[config.mk]
export PLATFORM = sky130hd
export DESIGN_NAME = snooped_bus_to_servo_pwm_flat
export DESIGN_NICKNAME = d
export VERILOG_FILES = /design/src/design/sbsp_pkg.sv /design/src/design/sbsp_in_if.sv /design/src/design/sbsp_out_if.sv /design/src/design/sbsp_cfg_if.sv /design/src/design/snooped_bus_to_servo_pwm.sv /design/src/design/sbsp_ctrl.sv /design/src/design/sbsp_dp.sv /design/src/flat_wrapper.sv
export SDC_FILE = /design/constraint.sdc
export NUM_CORES = 1
export LEC_CHECK = 0
export BUFFER_PORTS_ARGS = -buffer_cell sky130_fd_sc_hd__clkbuf_2
export CORE_MARGIN = 4
export CORE_UTILIZATION = 60
export DETAILED_ROUTE_END_ITERATION = 10
export PLACE_DENSITY = 0.77
export SYNTH_ARGS = -nofsm -noshare
export SYNTH_HDL_FRONTEND = slang
export SYNTH_SLANG_ARGS = --single-unit
[constraint.sdc]
create_clock -name clk -period 5.9 [get_ports clk]
set_input_delay 0 -clock clk [delete_from_list [all_inputs] [get_ports clk]]
set_output_delay 0 -clock clk [all_outputs]
set_load 0.01 [all_outputs]
[src/design/sbsp_pkg.sv]
// Shared types, constants and opcode codes of the snooped-bus servo pulse generator.
package sbsp_pkg;

  localparam int CHANNELS     = 4;
  localparam int CH_W         = (CHANNELS > 1) ? $clog2(CHANNELS) : 1;
  localparam int SLOT_W       = 3;
  localparam int PIN_W        = 4;
  localparam int ADDR_W       = 7;
  localparam int DATA_W       = 8;
  localparam int WIDTH_W      = 16;
  localparam int SUM_W        = 11;
  localparam int CNT_W        = 4;
  localparam int FRAME_W      = 8;
  localparam int SCALE_W      = 8;
  localparam int CFG_IDX_W    = 4;
  localparam int CFG_DATA_W   = 16;
  localparam int SAMPLE_LIMIT = 8;
  localparam int DIVD_W       = SUM_W + 1;
  localparam int REM_W        = 4;
  localparam int DIV_CNT_W    = 4;

  localparam logic [WIDTH_W-1:0] RST_OFF_WIDTH  = 16'd7000;
  localparam logic [WIDTH_W-1:0] RST_MIN_WIDTH  = 16'd7500;
  localparam logic [WIDTH_W-1:0] RST_MAX_WIDTH  = 16'd17500;
  localparam logic [SCALE_W-1:0] RST_SCALE_STEP = 8'd39;
  localparam logic [WIDTH_W-1:0] RST_ENABLE_THR = 16'd2000;
  localparam logic [FRAME_W-1:0] RST_TIMEOUT    = 8'd200;
  localparam logic [ADDR_W-1:0]  RST_ADDR_BASE  = 7'd41;
  localparam logic [WIDTH_W-1:0] RST_SLOT_PER   = 16'd20000;
  localparam logic [FRAME_W-1:0] FRAME_MAX      = 8'hFF;

  typedef enum logic [2:0] {
    OP_ADDR        = 3'd0,
    OP_DATA        = 3'd1,
    OP_STOP        = 3'd2,
    OP_SLOT_START  = 3'd3,
    OP_SLOT_END    = 3'd4,
    OP_KEEPALIVE   = 3'd5
  } opcode_t;

  typedef enum logic [CFG_IDX_W-1:0] {
    REG_OFF_WIDTH  = 4'd0,
    REG_MIN_WIDTH  = 4'd1,
    REG_MAX_WIDTH  = 4'd2,
    REG_SCALE_STEP = 4'd3,
    REG_ENABLE_THR = 4'd4,
    REG_TIMEOUT    = 4'd5,
    REG_ADDR_BASE  = 4'd6,
    REG_SLOT_PER   = 4'd7
  } reg_idx_t;

  typedef struct packed {
    logic load;
    logic exec;
    logic div_step;
    logic mul;
    logic wr_width;
    logic emit;
  } ctrl_cmd_t;

  typedef struct packed {
    logic div_needed;
    logic div_last;
  } dp_sts_t;

  typedef struct packed {
    logic [PIN_W-1:0]   pin_levels;
    logic [WIDTH_W-1:0] off_compare;
    logic [SLOT_W-1:0]  slot_index;
    logic               timed_out;
  } result_t;

endpackage

[src/design/sbsp_in_if.sv]
// Input event channel: valid/ready with opcode and snooped bus fields.
interface sbsp_in_if;
  logic                        valid;
  logic                        ready;
  logic [2:0]                  opcode;
  logic [sbsp_pkg::ADDR_W-1:0] bus_address;
  logic [sbsp_pkg::DATA_W-1:0] bus_data;

  modport source (output valid, output opcode, output bus_address, output bus_data,
                  input ready);
  modport sink   (input valid, input opcode, input bus_address, input bus_data,
                  output ready);
endinterface

[src/design/sbsp_out_if.sv]
// Result channel: valid/ready with pin levels, compare value, slot and timeout flag.
interface sbsp_out_if;
  logic                         valid;
  logic                         ready;
  logic [sbsp_pkg::PIN_W-1:0]   pin_levels;
  logic [sbsp_pkg::WIDTH_W-1:0] off_compare;
  logic [sbsp_pkg::SLOT_W-1:0]  slot_index;
  logic                         timed_out;

  modport source (output valid, output pin_levels, output off_compare, output slot_index,
                  output timed_out, input ready);
  modport sink   (input valid, input pin_levels, input off_compare, input slot_index,
                  input timed_out, output ready);
endinterface

[src/design/sbsp_cfg_if.sv]
// Configuration write channel: valid/ready with register index and write data.
interface sbsp_cfg_if;
  logic                            valid;
  logic                            ready;
  logic [sbsp_pkg::CFG_IDX_W-1:0]  index;
  logic [sbsp_pkg::CFG_DATA_W-1:0] data;

  modport source (output valid, output index, output data, input ready);
  modport sink   (input valid, input index, input data, output ready);
endinterface

[src/design/snooped_bus_to_servo_pwm.sv]
// Top level of the snooped-bus RC servo pulse generator: controller, datapath, result register.
//
// Turns snooped bus writes and slot timer events into pulse-pin levels for up to
// sbsp_pkg::CHANNELS servo channels. Every accepted event transaction yields exactly one
// result transaction. An address event latches the target; the first data byte after it
// is added to the sum of the addressed channel (at most 8 samples). Slot start raises the
// pin of the current slot when its width exceeds enable_threshold and reports the drop
// compare value (half the slot period when the pin stays low), then advances the slot,
// wrapping after 8 slots, and counts frames; when the frame count passes timeout_frames
// all widths are cleared. Slot end drops all pins and turns the rounded sample average of
// the current slot into a new width. Timing: most events pass through the controller in
// the steps accept, execute and register the result, and the result is registered only
// once the result register is free. A slot end whose channel holds samples also runs the
// rounded average through a restoring divider that retires one quotient bit per cycle over
// 12 bits, followed by a multiply step and a width write-back step. The result
// register lets the next event be accepted while the previous result still waits on the
// output. Input ready is low during reset. Configuration writes are taken in every cycle
// outside reset (cfg ready follows rst_n) and must only be issued while no event is in
// flight.
module snooped_bus_to_servo_pwm (
  input logic          clk,
  input logic          rst_n,
  sbsp_in_if.sink      in_if,
  sbsp_out_if.source   out_if,
  sbsp_cfg_if.sink     cfg_if
);

  sbsp_pkg::ctrl_cmd_t cmd;
  sbsp_pkg::dp_sts_t   sts;
  sbsp_pkg::result_t   res;
  sbsp_pkg::result_t   out_r;
  logic                out_valid_r;
  logic                out_free;
  logic                in_ready;

  // result register is free when empty or being drained this cycle
  assign out_free = !out_valid_r || out_if.ready;

  sbsp_ctrl u_ctrl (
    .clk      (clk),
    .rst_n    (rst_n),
    .in_valid (in_if.valid),
    .in_ready (in_ready),
    .out_free (out_free),
    .sts      (sts),
    .cmd      (cmd)
  );

  sbsp_dp u_dp (
    .clk            (clk),
    .rst_n          (rst_n),
    .cmd            (cmd),
    .sts            (sts),
    .in_opcode      (in_if.opcode),
    .in_bus_address (in_if.bus_address),
    .in_bus_data    (in_if.bus_data),
    .cfg_we         (cfg_if.valid),
    .cfg_index      (cfg_if.index),
    .cfg_data       (cfg_if.data),
    .res            (res)
  );

  assign in_if.ready  = in_ready;
  // drop register writes while reset holds the configuration
  assign cfg_if.ready = rst_n;

  // hold the result until the sink takes it
  always_ff @(posedge clk) begin
    if (!rst_n) begin
      out_valid_r <= 1'b0;
    end else if (cmd.emit) begin
      out_valid_r <= 1'b1;
    end else if (out_if.ready) begin
      out_valid_r <= 1'b0;
    end
  end

  always_ff @(posedge clk) begin
    if (cmd.emit) begin
      out_r <= res;
    end
  end

  assign out_if.valid       = out_valid_r;
  assign out_if.pin_levels  = out_r.pin_levels;
  assign out_if.off_compare = out_r.off_compare;
  assign out_if.slot_index  = out_r.slot_index;
  assign out_if.timed_out   = out_r.timed_out;

  // a new result is loaded only when the previous one has gone or is leaving
  a_emit_free: assert property (@(posedge clk) disable iff (!rst_n)
    cmd.emit |-> out_free)
    else $error("result loaded over a pending result");

  // an accepted event is executed in the following cycle
  a_accept_exec: assert property (@(posedge clk) disable iff (!rst_n)
    (in_if.valid && in_if.ready) |=> (cmd.exec && !in_if.ready))
    else $error("accepted event not executed");

  // a timeout clear only happens on the frame wrap
  a_timeout_wrap: assert property (@(posedge clk) disable iff (!rst_n)
    (out_if.valid && out_if.timed_out) |-> (out_if.slot_index == '0))
    else $error("timeout reported away from slot zero");

endmodule

[src/design/sbsp_ctrl.sv]
// Controller state machine sequencing one event through the datapath.
module sbsp_ctrl (
  input  logic                clk,
  input  logic                rst_n,
  input  logic                in_valid,
  output logic                in_ready,
  input  logic                out_free,
  input  sbsp_pkg::dp_sts_t   sts,
  output sbsp_pkg::ctrl_cmd_t cmd
);

  typedef enum logic [2:0] {
    ST_IDLE,
    ST_EXEC,
    ST_DIV,
    ST_MUL,
    ST_WR,
    ST_DONE
  } state_t;

  state_t state_r, state_nxt;
  logic   in_ready_r;

  always_comb begin
    state_nxt = state_r;
    unique case (state_r)
      ST_IDLE: if (in_valid && in_ready_r) state_nxt = ST_EXEC;
      ST_EXEC: state_nxt = sts.div_needed ? ST_DIV : ST_DONE;
      ST_DIV:  if (sts.div_last) state_nxt = ST_MUL;
      ST_MUL:  state_nxt = ST_WR;
      ST_WR:   state_nxt = ST_DONE;
      ST_DONE: if (out_free) state_nxt = ST_IDLE;
      default: state_nxt = ST_IDLE;
    endcase
  end

  // hold ready low in reset; raise it on the first cycle after
  always_ff @(posedge clk) begin
    if (!rst_n) begin
      state_r    <= ST_IDLE;
      in_ready_r <= 1'b0;
    end else begin
      state_r    <= state_nxt;
      in_ready_r <= (state_nxt == ST_IDLE);
    end
  end

  assign in_ready = in_ready_r;

  always_comb begin
    cmd          = '0;
    cmd.load     = (state_r == ST_IDLE) && in_valid && in_ready_r;
    cmd.exec     = (state_r == ST_EXEC);
    cmd.div_step = (state_r == ST_DIV);
    cmd.mul      = (state_r == ST_MUL);
    cmd.wr_width = (state_r == ST_WR);
    cmd.emit     = (state_r == ST_DONE) && out_free;
  end

endmodule

[src/design/sbsp_dp.sv]
// Datapath: configuration, channel state, slot timing, averaging divider and width mapping.
module sbsp_dp (
  input  logic                              clk,
  input  logic                              rst_n,
  input  sbsp_pkg::ctrl_cmd_t               cmd,
  output sbsp_pkg::dp_sts_t                 sts,
  input  logic [2:0]                        in_opcode,
  input  logic [sbsp_pkg::ADDR_W-1:0]       in_bus_address,
  input  logic [sbsp_pkg::DATA_W-1:0]       in_bus_data,
  input  logic                              cfg_we,
  input  logic [sbsp_pkg::CFG_IDX_W-1:0]    cfg_index,
  input  logic [sbsp_pkg::CFG_DATA_W-1:0]   cfg_data,
  output sbsp_pkg::result_t                 res
);

  localparam int CHANNELS = sbsp_pkg::CHANNELS;
  localparam int CH_W     = sbsp_pkg::CH_W;
  localparam int SLOT_W   = sbsp_pkg::SLOT_W;
  localparam int PIN_W    = sbsp_pkg::PIN_W;
  localparam int ADDR_W   = sbsp_pkg::ADDR_W;
  localparam int DATA_W   = sbsp_pkg::DATA_W;
  localparam int WIDTH_W  = sbsp_pkg::WIDTH_W;
  localparam int SUM_W    = sbsp_pkg::SUM_W;
  localparam int CNT_W    = sbsp_pkg::CNT_W;
  localparam int FRAME_W  = sbsp_pkg::FRAME_W;
  localparam int SCALE_W  = sbsp_pkg::SCALE_W;
  localparam int DIVD_W   = sbsp_pkg::DIVD_W;
  localparam int REM_W    = sbsp_pkg::REM_W;
  localparam int DCNT_W   = sbsp_pkg::DIV_CNT_W;
  localparam logic [SLOT_W:0]   CH_LIMIT   = (SLOT_W+1)'(CHANNELS);
  localparam logic [ADDR_W:0]   CH_SPAN    = (ADDR_W+1)'(CHANNELS);
  localparam logic [CNT_W-1:0]  CNT_LIMIT  = CNT_W'(sbsp_pkg::SAMPLE_LIMIT);
  localparam logic [DCNT_W-1:0] DIV_LAST   = DCNT_W'(DIVD_W - 1);

  // configuration registers
  logic [WIDTH_W-1:0] off_width_r, min_width_r, max_width_r, enable_thr_r, slot_period_r;
  logic [SCALE_W-1:0] scale_step_r;
  logic [FRAME_W-1:0] timeout_r;
  logic [ADDR_W-1:0]  addr_base_r;

  // architectural state
  logic [WIDTH_W-1:0] width_r [CHANNELS];
  logic [SUM_W-1:0]   sum_r   [CHANNELS];
  logic [CNT_W-1:0]   cnt_r   [CHANNELS];
  logic [SLOT_W-1:0]  slot_r;
  logic [FRAME_W-1:0] frame_r;
  logic [ADDR_W-1:0]  lat_addr_r;
  logic               first_r;
  logic [PIN_W-1:0]   pin_r;

  // captured event and per-event results
  logic [2:0]         op_r;
  logic [ADDR_W-1:0]  addr_in_r;
  logic [DATA_W-1:0]  data_in_r;
  logic [WIDTH_W-1:0] compare_r;
  logic               cleared_r;

  // divider and width mapping
  logic [REM_W-1:0]   rem_r;
  logic [DIVD_W-1:0]  quo_r;
  logic [CNT_W-1:0]   div_n_r;
  logic [DCNT_W-1:0]  div_cnt_r;
  logic [WIDTH_W-1:0] prod_r;
  logic               avg_zero_r;

  // address decode
  logic               addr_hit;
  logic [ADDR_W:0]    addr_off;
  logic [CH_W-1:0]    addr_ch;
  logic               slot_valid;
  logic [CH_W-1:0]    slot_ch;
  logic [CH_W-1:0]    sel_ch;
  logic [SUM_W-1:0]   sel_sum;
  logic [CNT_W-1:0]   sel_cnt;
  logic [WIDTH_W-1:0] slot_width;
  logic [SLOT_W-1:0]  slot_inc;
  logic [FRAME_W-1:0] frame_inc;
  logic               timeout_hit;
  logic [REM_W:0]     trial;
  logic               trial_ge;
  logic [WIDTH_W:0]   mapped_sum;
  logic [WIDTH_W-1:0] mapped_width;

  assign addr_off   = {1'b0, lat_addr_r} - {1'b0, addr_base_r};
  assign addr_hit   = (lat_addr_r >= addr_base_r) &&
                      ({1'b0, lat_addr_r} < ({1'b0, addr_base_r} + CH_SPAN));
  assign addr_ch    = addr_off[CH_W-1:0];
  assign slot_valid = {1'b0, slot_r} < CH_LIMIT;
  assign slot_ch    = slot_r[CH_W-1:0];

  // one read port per array: data events use the latched channel, others the slot
  assign sel_ch     = (op_r == sbsp_pkg::OP_DATA) ? addr_ch : slot_ch;
  assign sel_sum    = sum_r[sel_ch];
  assign sel_cnt    = cnt_r[sel_ch];
  assign slot_width = slot_valid ? width_r[slot_ch] : '0;

  assign slot_inc    = slot_r + SLOT_W'(1);
  assign frame_inc   = ((slot_inc == '0) && (frame_r != sbsp_pkg::FRAME_MAX)) ?
                       frame_r + FRAME_W'(1) : frame_r;
  assign timeout_hit = (timeout_r != '0) && (slot_inc == '0) && (frame_inc > timeout_r);

  assign sts.div_needed = (op_r == sbsp_pkg::OP_SLOT_END) && slot_valid && (sel_cnt != '0);
  assign sts.div_last   = (div_cnt_r == DIV_LAST);

  // restoring divide, one quotient bit per step
  assign trial    = {rem_r, quo_r[DIVD_W-1]};
  assign trial_ge = trial >= {1'b0, div_n_r};

  assign mapped_sum   = {1'b0, prod_r} + {1'b0, min_width_r};
  assign mapped_width = avg_zero_r ? off_width_r :
                        (mapped_sum > {1'b0, max_width_r}) ? max_width_r :
                        mapped_sum[WIDTH_W-1:0];

  // configuration writes
  always_ff @(posedge clk) begin
    if (!rst_n) begin
      off_width_r   <= sbsp_pkg::RST_OFF_WIDTH;
      min_width_r   <= sbsp_pkg::RST_MIN_WIDTH;
      max_width_r   <= sbsp_pkg::RST_MAX_WIDTH;
      scale_step_r  <= sbsp_pkg::RST_SCALE_STEP;
      enable_thr_r  <= sbsp_pkg::RST_ENABLE_THR;
      timeout_r     <= sbsp_pkg::RST_TIMEOUT;
      addr_base_r   <= sbsp_pkg::RST_ADDR_BASE;
      slot_period_r <= sbsp_pkg::RST_SLOT_PER;
    end else if (cfg_we) begin
      unique case (sbsp_pkg::reg_idx_t'(cfg_index))
        sbsp_pkg::REG_OFF_WIDTH:  off_width_r   <= cfg_data;
        sbsp_pkg::REG_MIN_WIDTH:  min_width_r   <= cfg_data;
        sbsp_pkg::REG_MAX_WIDTH:  max_width_r   <= cfg_data;
        sbsp_pkg::REG_SCALE_STEP: scale_step_r  <= cfg_data[SCALE_W-1:0];
        sbsp_pkg::REG_ENABLE_THR: enable_thr_r  <= cfg_data;
        sbsp_pkg::REG_TIMEOUT:    timeout_r     <= cfg_data[FRAME_W-1:0];
        sbsp_pkg::REG_ADDR_BASE:  addr_base_r   <= cfg_data[ADDR_W-1:0];
        sbsp_pkg::REG_SLOT_PER:   slot_period_r <= cfg_data;
        default: ;
      endcase
    end
  end

  // event capture
  always_ff @(posedge clk) begin
    if (cmd.load) begin
      op_r      <= in_opcode;
      addr_in_r <= in_bus_address;
      data_in_r <= in_bus_data;
    end
  end

  // event execution and width write-back
  always_ff @(posedge clk) begin
    if (!rst_n) begin
      for (int i = 0; i < CHANNELS; i++) begin
        width_r[i] <= '0;
        sum_r[i]   <= '0;
        cnt_r[i]   <= '0;
      end
      slot_r     <= '0;
      frame_r    <= '0;
      lat_addr_r <= '0;
      first_r    <= 1'b0;
      pin_r      <= '0;
      compare_r  <= '0;
      cleared_r  <= 1'b0;
    end else if (cmd.exec) begin
      compare_r <= '0;
      cleared_r <= 1'b0;
      unique case (sbsp_pkg::opcode_t'(op_r))
        sbsp_pkg::OP_ADDR: begin
          lat_addr_r <= addr_in_r;
          first_r    <= 1'b0;
        end
        sbsp_pkg::OP_DATA: begin
          if (addr_hit && !first_r) begin
            if (sel_cnt < CNT_LIMIT) begin
              sum_r[sel_ch] <= sel_sum + SUM_W'(data_in_r);
              cnt_r[sel_ch] <= sel_cnt + CNT_W'(1);
            end
            first_r <= 1'b1;
          end
        end
        sbsp_pkg::OP_SLOT_START: begin
          if (slot_width > enable_thr_r) begin
            pin_r     <= pin_r | (PIN_W'(1) << slot_r);
            compare_r <= slot_width;
          end else begin
            compare_r <= slot_period_r >> 1;
          end
          slot_r  <= slot_inc;
          frame_r <= frame_inc;
          if (timeout_hit) begin
            for (int i = 0; i < CHANNELS; i++) width_r[i] <= '0;
            cleared_r <= 1'b1;
          end
        end
        sbsp_pkg::OP_SLOT_END:  pin_r   <= '0;
        sbsp_pkg::OP_KEEPALIVE: frame_r <= '0;
        default:                first_r <= 1'b0;
      endcase
    end else if (cmd.wr_width) begin
      width_r[slot_ch] <= mapped_width;
      sum_r[slot_ch]   <= '0;
      cnt_r[slot_ch]   <= '0;
    end
  end

  // divider and multiplier
  always_ff @(posedge clk) begin
    if (!rst_n) begin
      div_cnt_r <= '0;
    end else if (cmd.exec) begin
      div_cnt_r <= '0;
    end else if (cmd.div_step) begin
      div_cnt_r <= div_cnt_r + DCNT_W'(1);
    end
  end

  always_ff @(posedge clk) begin
    if (cmd.exec) begin
      rem_r   <= '0;
      quo_r   <= {1'b0, sel_sum} + DIVD_W'(sel_cnt >> 1);
      div_n_r <= sel_cnt;
    end else if (cmd.div_step) begin
      rem_r <= trial_ge ? REM_W'(trial - {1'b0, div_n_r}) : trial[REM_W-1:0];
      quo_r <= {quo_r[DIVD_W-2:0], trial_ge};
    end
    if (cmd.mul) begin
      prod_r     <= quo_r[SCALE_W-1:0] * scale_step_r;
      avg_zero_r <= (quo_r[SCALE_W-1:0] == '0);
    end
  end

  assign res.pin_levels  = pin_r;
  assign res.off_compare = compare_r;
  assign res.slot_index  = slot_r;
  assign res.timed_out   = cleared_r;

endmodule
[src/flat_wrapper.sv]
// flat-port wrapper written by rule: the top's interface ports become plain ports
module snooped_bus_to_servo_pwm_flat 
  (clk, rst_n, in_if_valid, in_if_opcode, in_if_bus_address, in_if_bus_data, in_if_ready, out_if_valid, out_if_pin_levels, out_if_off_compare, out_if_slot_index, out_if_timed_out, out_if_ready, cfg_if_valid, cfg_if_index, cfg_if_data, cfg_if_ready);
  sbsp_in_if in_if_i ();
  sbsp_out_if out_if_i ();
  sbsp_cfg_if cfg_if_i ();
  input logic clk;
  input logic rst_n;
  input wire logic [$bits(in_if_i.valid)-1:0] in_if_valid;
  input wire logic [$bits(in_if_i.opcode)-1:0] in_if_opcode;
  input wire logic [$bits(in_if_i.bus_address)-1:0] in_if_bus_address;
  input wire logic [$bits(in_if_i.bus_data)-1:0] in_if_bus_data;
  output wire logic [$bits(in_if_i.ready)-1:0] in_if_ready;
  output wire logic [$bits(out_if_i.valid)-1:0] out_if_valid;
  output wire logic [$bits(out_if_i.pin_levels)-1:0] out_if_pin_levels;
  output wire logic [$bits(out_if_i.off_compare)-1:0] out_if_off_compare;
  output wire logic [$bits(out_if_i.slot_index)-1:0] out_if_slot_index;
  output wire logic [$bits(out_if_i.timed_out)-1:0] out_if_timed_out;
  input wire logic [$bits(out_if_i.ready)-1:0] out_if_ready;
  input wire logic [$bits(cfg_if_i.valid)-1:0] cfg_if_valid;
  input wire logic [$bits(cfg_if_i.index)-1:0] cfg_if_index;
  input wire logic [$bits(cfg_if_i.data)-1:0] cfg_if_data;
  output wire logic [$bits(cfg_if_i.ready)-1:0] cfg_if_ready;
  assign in_if_i.valid = in_if_valid;
  assign in_if_i.opcode = in_if_opcode;
  assign in_if_i.bus_address = in_if_bus_address;
  assign in_if_i.bus_data = in_if_bus_data;
  assign in_if_ready = in_if_i.ready;
  assign out_if_valid = out_if_i.valid;
  assign out_if_pin_levels = out_if_i.pin_levels;
  assign out_if_off_compare = out_if_i.off_compare;
  assign out_if_slot_index = out_if_i.slot_index;
  assign out_if_timed_out = out_if_i.timed_out;
  assign out_if_i.ready = out_if_ready;
  assign cfg_if_i.valid = cfg_if_valid;
  assign cfg_if_i.index = cfg_if_index;
  assign cfg_if_i.data = cfg_if_data;
  assign cfg_if_ready = cfg_if_i.ready;
  snooped_bus_to_servo_pwm u_core (.clk(clk), .rst_n(rst_n), .in_if(in_if_i), .out_if(out_if_i), .cfg_if(cfg_if_i));
endmodule
# Word level (Yosys, flattened, before mapping)
# Memories as Yosys holds them, arrays and structs flattened. A register that Yosys moved wholly into a read port is not among the register bits.
# Index checks and enable logic that the tools add are counted.
dict set report word_totals {
  regBits 231
  mem_bits_rw 124
  input_bits 43
  out_inout_bits 27
  elab_cells 186
  n_memories 3
}
dict set report classes {
  addsub 10
  multipliers 1
  n_lt_le_gt_ge 8
  eq_ne 20
  n_shift 1
  mux 59
  n_bitwise 7
  reduce_logical 46
}
# memory depth word_bits read_ports rd_ports_with_merged_regs wr line
set mem_list {}
lappend mem_list {u_core.u_dp.width_r 4 16 1 1 4 sbsp_dp.sv:42} ;# logic [WIDTH_W-1:0] width_r [CHANNELS];
lappend mem_list {u_core.u_dp.sum_r 4 11 1 0 4 sbsp_dp.sv:43} ;# logic [SUM_W-1:0] sum_r [CHANNELS];
lappend mem_list {u_core.u_dp.cnt_r 4 4 1 0 4 sbsp_dp.sv:44} ;# logic [CNT_W-1:0] cnt_r [CHANNELS];
# operator count
set op_table {}
lappend op_table {{16-bit 2-to-1 mux} 10}
lappend op_table {{1-bit 2-to-1 mux} 24}
lappend op_table {{12-bit 2-to-1 mux} 2}
lappend op_table {{11-bit 2-to-1 mux} 2}
lappend op_table {{2-bit AND reduction} 11}
lappend op_table {{11-bit OR reduction} 2}
lappend op_table {{3-bit one-hot mux with 6 select lines} 1}
lappend op_table {{16-bit by 16-bit adder with 17-bit output} 1}
lappend op_table {{17-bit by 16-bit > comparator with 1-bit output} 1}
lappend op_table {{4-bit by 3-bit == test with 1-bit output (second input constant)} 4}
lappend op_table {{16-bit > comparator} 1}
lappend op_table {{8-bit by 8-bit multiplier with 16-bit output} 1}
lappend op_table {{2-bit 2-to-1 mux} 8}
lappend op_table {{4-bit 2-to-1 mux} 4}
lappend op_table {{8-bit one-hot mux with 2 select lines} 1}
lappend op_table {{16-bit OR reduction} 1}
lappend op_table {{11-bit by 3-bit adder with 12-bit output} 1}
lappend op_table {{3-bit == test (second input constant)} 4}
lappend op_table {{3-bit zero test} 4}
lappend op_table {{3-bit 2-to-1 mux} 4}
lappend op_table {{11-bit by 8-bit adder with 11-bit output} 1}
lappend op_table {{1-bit logical AND} 11}
lappend op_table {{3-bit by 2-bit == test with 1-bit output (second input constant)} 3}
lappend op_table {{4-bit by 1-bit adder with 4-bit output (second input constant)} 2}
lappend op_table {{36 further kinds} 48}

# Logic depth before layout (Yosys ltp)
dict set report logic_depth {
  word_depth 13
  ltp_mapped 18
  ltp_nobuf 17
}

# Cells and area by module
# A second synthesis with hierarchy kept.
dict set report hier_totals {
  cells_unflattened 2046
  hier_area_um2 20213.1
}
# mod instances cells_per_inst area_each_um2 seq_area_each_um2
set modules_own_cells {}
lappend modules_own_cells {sbsp_dp 1 1985 19154.6 8298.0}
lappend modules_own_cells {snooped_bus_to_servo_pwm 1 29 777.0 740.7}
lappend modules_own_cells {sbsp_ctrl 1 32 281.5 80.1}

# Worst setup path before layout
# No wires, ideal clock.
dict set report synth_path {
  path_type {reg2reg}
  startpoint {register u_core.u_dp.quo_r[3]}
  endpoint {register u_core.u_dp.prod_r[15], data pin}
  setup_time_ns 0.266
  t_arrival_ns 4.228
  t_required_ns 5.634
  path_slack_ns 1.406
  path_stages_with_launch 15
  path_buffers 1
  period_less_slack_ns 4.494
  path_cell_list {edfxtp_1 -> clkbuf_1 -> and2_1 -> fa_1 -> inv_1 -> fa_1 -> fa_1 -> fa_1 -> inv_1 -> ha_1 -> a21boi_0 -> o41a_1 -> a41o_1 -> o41ai_1 -> xnor2_1}
}
dict set report synth_between {
  elab_chain_len 1
}
# item line
set synth_lines {}
lappend synth_lines {{from (decl)} sbsp_dp.sv:60} ;# logic [DIVD_W-1:0] quo_r;
lappend synth_lines {{from (signal assigned)} sbsp_dp.sv:220} ;# quo_r <= {1'b0, sel_sum} + DIVD_W'(sel_cnt >> 1);
lappend synth_lines {{from (signal assigned)} sbsp_dp.sv:224} ;# quo_r <= {quo_r[DIVD_W-2:0], trial_ge};
lappend synth_lines {{8-bit by 8-bit multiplier with 16-bit output} sbsp_dp.sv:227} ;# prod_r <= quo_r[SCALE_W-1:0] * scale_step_r;
lappend synth_lines {{to (signal assigned)} sbsp_dp.sv:227}
lappend synth_lines {{to (decl)} sbsp_dp.sv:63} ;# logic [WIDTH_W-1:0] prod_r;
# Every way passes these cells.
# A chain may end at the register's enable or synchronous reset.

# Worst setup path in the final report
dict set report layout_path {
  startpoint {register u_core.u_dp.quo_r[0]}
  endpoint {register u_core.u_dp.prod_r[15], data pin}
}
# Same word-level chain as after synthesis.

==> metrics.json <==
{
  "status": "finished, final reports clean",
  "netlist-cell-type-count": 74,
  "timing.final.ws_setup_ns": 1.10,
  "fin_worst_skew_ns": 0.0183,
  "buffer_cell_driving_the_clock_tree_root": "clkbuf_16",
  "finish.net_count": 2301,
  "detail-route-antenna-nets": 0,
  "initial_utilization": 0.613,
  "power_per_cell_area_nw_per_um2": 361,
  "die_width_um": 191,
  "floorplan.io_pins": 70,
  "worst_min_delay_path_category": "primary input to flop",
  "static_leakage_nw": 9.04,
  "yosys_register_bits": 356,
  "route.detailed.vias_per_inst": 6.04,
  "first_global_vias": 15400,
  "firstDrtPassIters": 6,
  "syn_area_um2": 20100,
  "yosys_most_used_dff": "edfxtp_1",
  "worstSkewPairLatency_ns": 0.55,
  "vias": 15400,
  "grt_antenna_before_repair": 2,
  "grt_usage": 0.277,
  "clock_tree_from_tritoncts": "done",
  "postCtsResizedCells": 0,
  "final_area_um2": 22400,
  "max_cap_viol_count": 0,
  "grt_util_met2": 0.473,
  "met1_usage": 0.354,
  "post-route-period-util": 0.814,
  "drt_iter0_markers": 1234,
  "power_frac_seq": 0.380,
  "gpl.final_weighted_congestion": 0.909,
  "grt_setup_unrepaired": "no",
  "fin_crit_ns": 4.80,
  "net-switching-power_mw": 2.68,
  "cts_buffers": 39,
  "avg_cell_area_syn_um2": 9.96,
  "dieArea_um2": 36600,
  "critical_path_peak_fanout": 10,
  "holdWs_ns": 0.119,
  "fill_cells": 2538,
  "grt_pass1_wl_mm": 80.6,
  "gr-total-overflow": 0,
  "post_synthesis_sequential_area_ratio": 0.453,
  "grt_max_degree": 63,
  "setup_total_negative_slack_ns": 0,
  "synthesis.instances": 2024,
  "post-route-drc-count": 0,
  "max_clock_freq_mhz": 208,
  "power.combinational.fraction": 0.331,
  "report.final.hold_viol_count": 0,
  "floorplan.die.height_um": 191,
  "worst_setup_path_end_kind": "flop",
  "core_region_area_um2": 32900,
  "worstPathRequired_ns": 6.18,
  "antenna-diode-count": 0,
  "finalMaxSlewViolations": 0,
  "htreeDepth": 2,
  "slew-limit-headroom": 0.118,
  "yosys_warn_count": 0,
  "placement.setup.worst_slack_ns": 1.11,
  "cts.clk_slew.worst_paths_ns": 0.06,
  "area_added_between_synthesis_and_finish_pct": 11.0,
  "async_flop_share": 0,
  "setup-violations-final": 0,
  "worst_ir_drop_vdd_mv": 0.355,
  "worst_pin_slew_ns": 1.32,
  "wl_per_cell_um": 19.5,
  "drive_above_1_share": 0.0921,
  "critPathArrivalTime_ns": 5.08,
  "grt_busiest_layer": "met2",
  "worst-setup-path-type": "flop to flop",
  "netSwitchingFraction": 0.331,
  "clk_path_buf_depth": 3,
  "setup.worst_path.start_class": "flop",
  "intPower_mw": 5.40,
  "dp.final_hpwl_mm": 34.6,
  "power.clock.fraction": 0.288,
  "post_dp_cell_area_um2": 20800,
  "synth_edf_count": 199,
  "met3_usage": 0.0435,
  "buffers_on_ports": 69,
  "tritoncts_num_sinks": 356,
  "syn-num-nets": 2238,
  "final_wirelength_mm": 49.9,
  "fp-row-count": 66,
  "design_power_total_mw": 8.07
}
==> stage by stage <==
step,util,cells
finish,0.680,2559
global route,0.680,2559
CTS,0.680,2559
detailed placement,0.633,2452
global placement,0.633,2452
floorplan,-,2024
==> cells in the mapped netlist, types with 4 or more instances <==
master / instances / area (um2)
o31a_1: 4 / 35.0
xnor2_1: 35 / 307
a21boi_0: 59 / 443
a221o_1: 15 / 150
nor3_1: 76 / 380
a41oi_1: 5 / 43.8
mux4_2: 23 / 518
o211ai_1: 26 / 195
ha_1: 130 / 1630
a31oi_1: 13 / 81.3
a211oi_1: 24 / 180
o21a_1: 16 / 120
and2_1: 79 / 494
or4_1: 7 / 52.6
nor2b_1: 31 / 194
mux2i_1: 49 / 490
buf_1: 6 / 22.5
a21o_1: 20 / 150
edfxtp_1: 199 / 5980
nand2b_1: 18 / 113
a22o_1: 5 / 43.8
a21oi_1: 61 / 305
nor4_1: 18 / 113
inv_1: 145 / 544
o31ai_1: 6 / 45.0
or3_1: 4 / 25.0
nand3b_1: 4 / 30.0
nand2_1: 330 / 1240
dfxtp_1: 157 / 3140
and3_1: 25 / 156
mux2_2: 8 / 90.1
nor3b_1: 7 / 52.6
clkbuf_1: 86 / 323
nand4_1: 16 / 100
buf_2: 4 / 20.0
xor2_1: 11 / 96.3
o21ai_0: 43 / 215
nand3_1: 54 / 270
nor2_1: 104 / 390
fa_1: 41 / 821
==> cells in the final DEF, fill, tap and decap left out, drive strengths merged, types with 8 or more instances in the layout <==
cell type / n
nand2: 330
edfxtp: 199
dfxtp: 157
inv: 149
ha: 130
clkbuf: 118
nor2: 104
and2: 79
nor3: 76
a21oi: 61
a21boi: 59
nand3: 55
mux2i: 49
o21ai: 43
fa: 41
dlygate4sd3: 36
xnor2: 35
nor2b: 31
o211ai: 26
and3: 25
a211oi: 25
mux4: 23
buf: 22
a21o: 20
nor4: 19
nand2b: 18
o21a: 16
nand4: 16
a221o: 15
a31oi: 13
clkinv: 13
xor2: 11
mux2: 9
nor3b: 8
or4: 8
==> critical path: stages (launching register included) <==
cell,delay (ns)
edfxtp_1,0.51
and2_1,0.24
fa_1,0.45
fa_1,0.48
ha_1,0.28
inv_1,0.05
fa_1,0.53
inv_1,0.04
ha_1,0.32
nor2b_1,0.14
o21ai_0,0.22
a21boi_0,0.20
o41a_1,0.37
a41o_1,0.27
o41ai_1,0.34
xnor2_1,0.10
==> registers in the layout, summed over array words and instances, names as in the netlist, 8 cells and up, named ones only <==
register                   cells
u_core.u_dp.compare_r         16
u_core.u_dp.slot_period_r     15
u_core.u_dp.quo_r             12
u_core.u_dp.sum_r             44
u_core.u_dp.min_width_r       16
u_core.u_dp.prod_r            16
u_core.u_dp.data_in_r          8
u_core.u_dp.scale_step_r       8
u_core.u_dp.width_r           64
u_core.u_dp.timeout_r          8
u_core.u_dp.frame_r            8
u_core.u_dp.max_width_r       16
u_core.u_dp.enable_thr_r      16
u_core.u_dp.off_width_r       16
u_core.out_if.off_compare     16
u_core.u_dp.cnt_r             16
==> area by class of cell <==
class	instances	area [um2]	share of cell area
repair buffers	126	866	0.0387
flip-flops and latches	356	9120	0.408
clock inverters	21	178	0.00795
well taps	442	553	0.0247
multi-input cells	1419	10100	0.451
inverters	145	544	0.0243
clock buffers	50	1030	0.0459
==> power groups by stage <==
stage                     Sequential, mW  Clock (mW)  Combinational (mW)
after floorplan                     3.06           0                2.08
after global placement              3.10           0                2.55
after detailed placement            3.12           0                2.64
after CTS                           3.07        2.34                2.68
after global routing                3.09        2.46                3.07
final                               3.07        2.33                2.68
==> routing by layer <==
metal | vias up | wire [um]
li1 | 7282 | -
met1 | 7434 | 20500
met2 | 587 | 24100
met3 | 141 | 3250
met4 | 4 | 2120
met5 | - | 28
==> cell families after synthesis <==
group / after synthesis / synth area share
xor+xnor: 46 / 0.0200
buf+inv: 249 / 0.0481
simple gates: 788 / 0.187
compound gates: 333 / 0.116
flops: 356 / 0.453
mux: 81 / 0.0553
fa+ha+maj: 171 / 0.121
==> final timing paths <==
| check | startpoint | end | slack (ns) | cells after the start |
|---|---|---|---|---|
| min reg2reg | u_core.u_dp.compare_r[4] | u_core.out_if.off_compare[4] | 0.43 | 0 |
| max reg2reg | u_core.u_dp.quo_r[0] | u_core.u_dp.prod_r[15] | 1.10 | 15 |
| min | in_if_valid | u_core.u_dp.op_r[1] | 0.12 | 3 |
| max | u_core.u_dp.quo_r[0] | u_core.u_dp.prod_r[15] | 1.10 | 15 |
==> repair_timing <==
action / 4_1_cts / 5_1_grt
endpoints found under the setup margin: 0 / 0
hold buffers: 36 / 0
hold endpoints to repair: 112 / 0
buffers inserted: 0 / 0
Note: power is estimated with default switching activity, not from simulation.
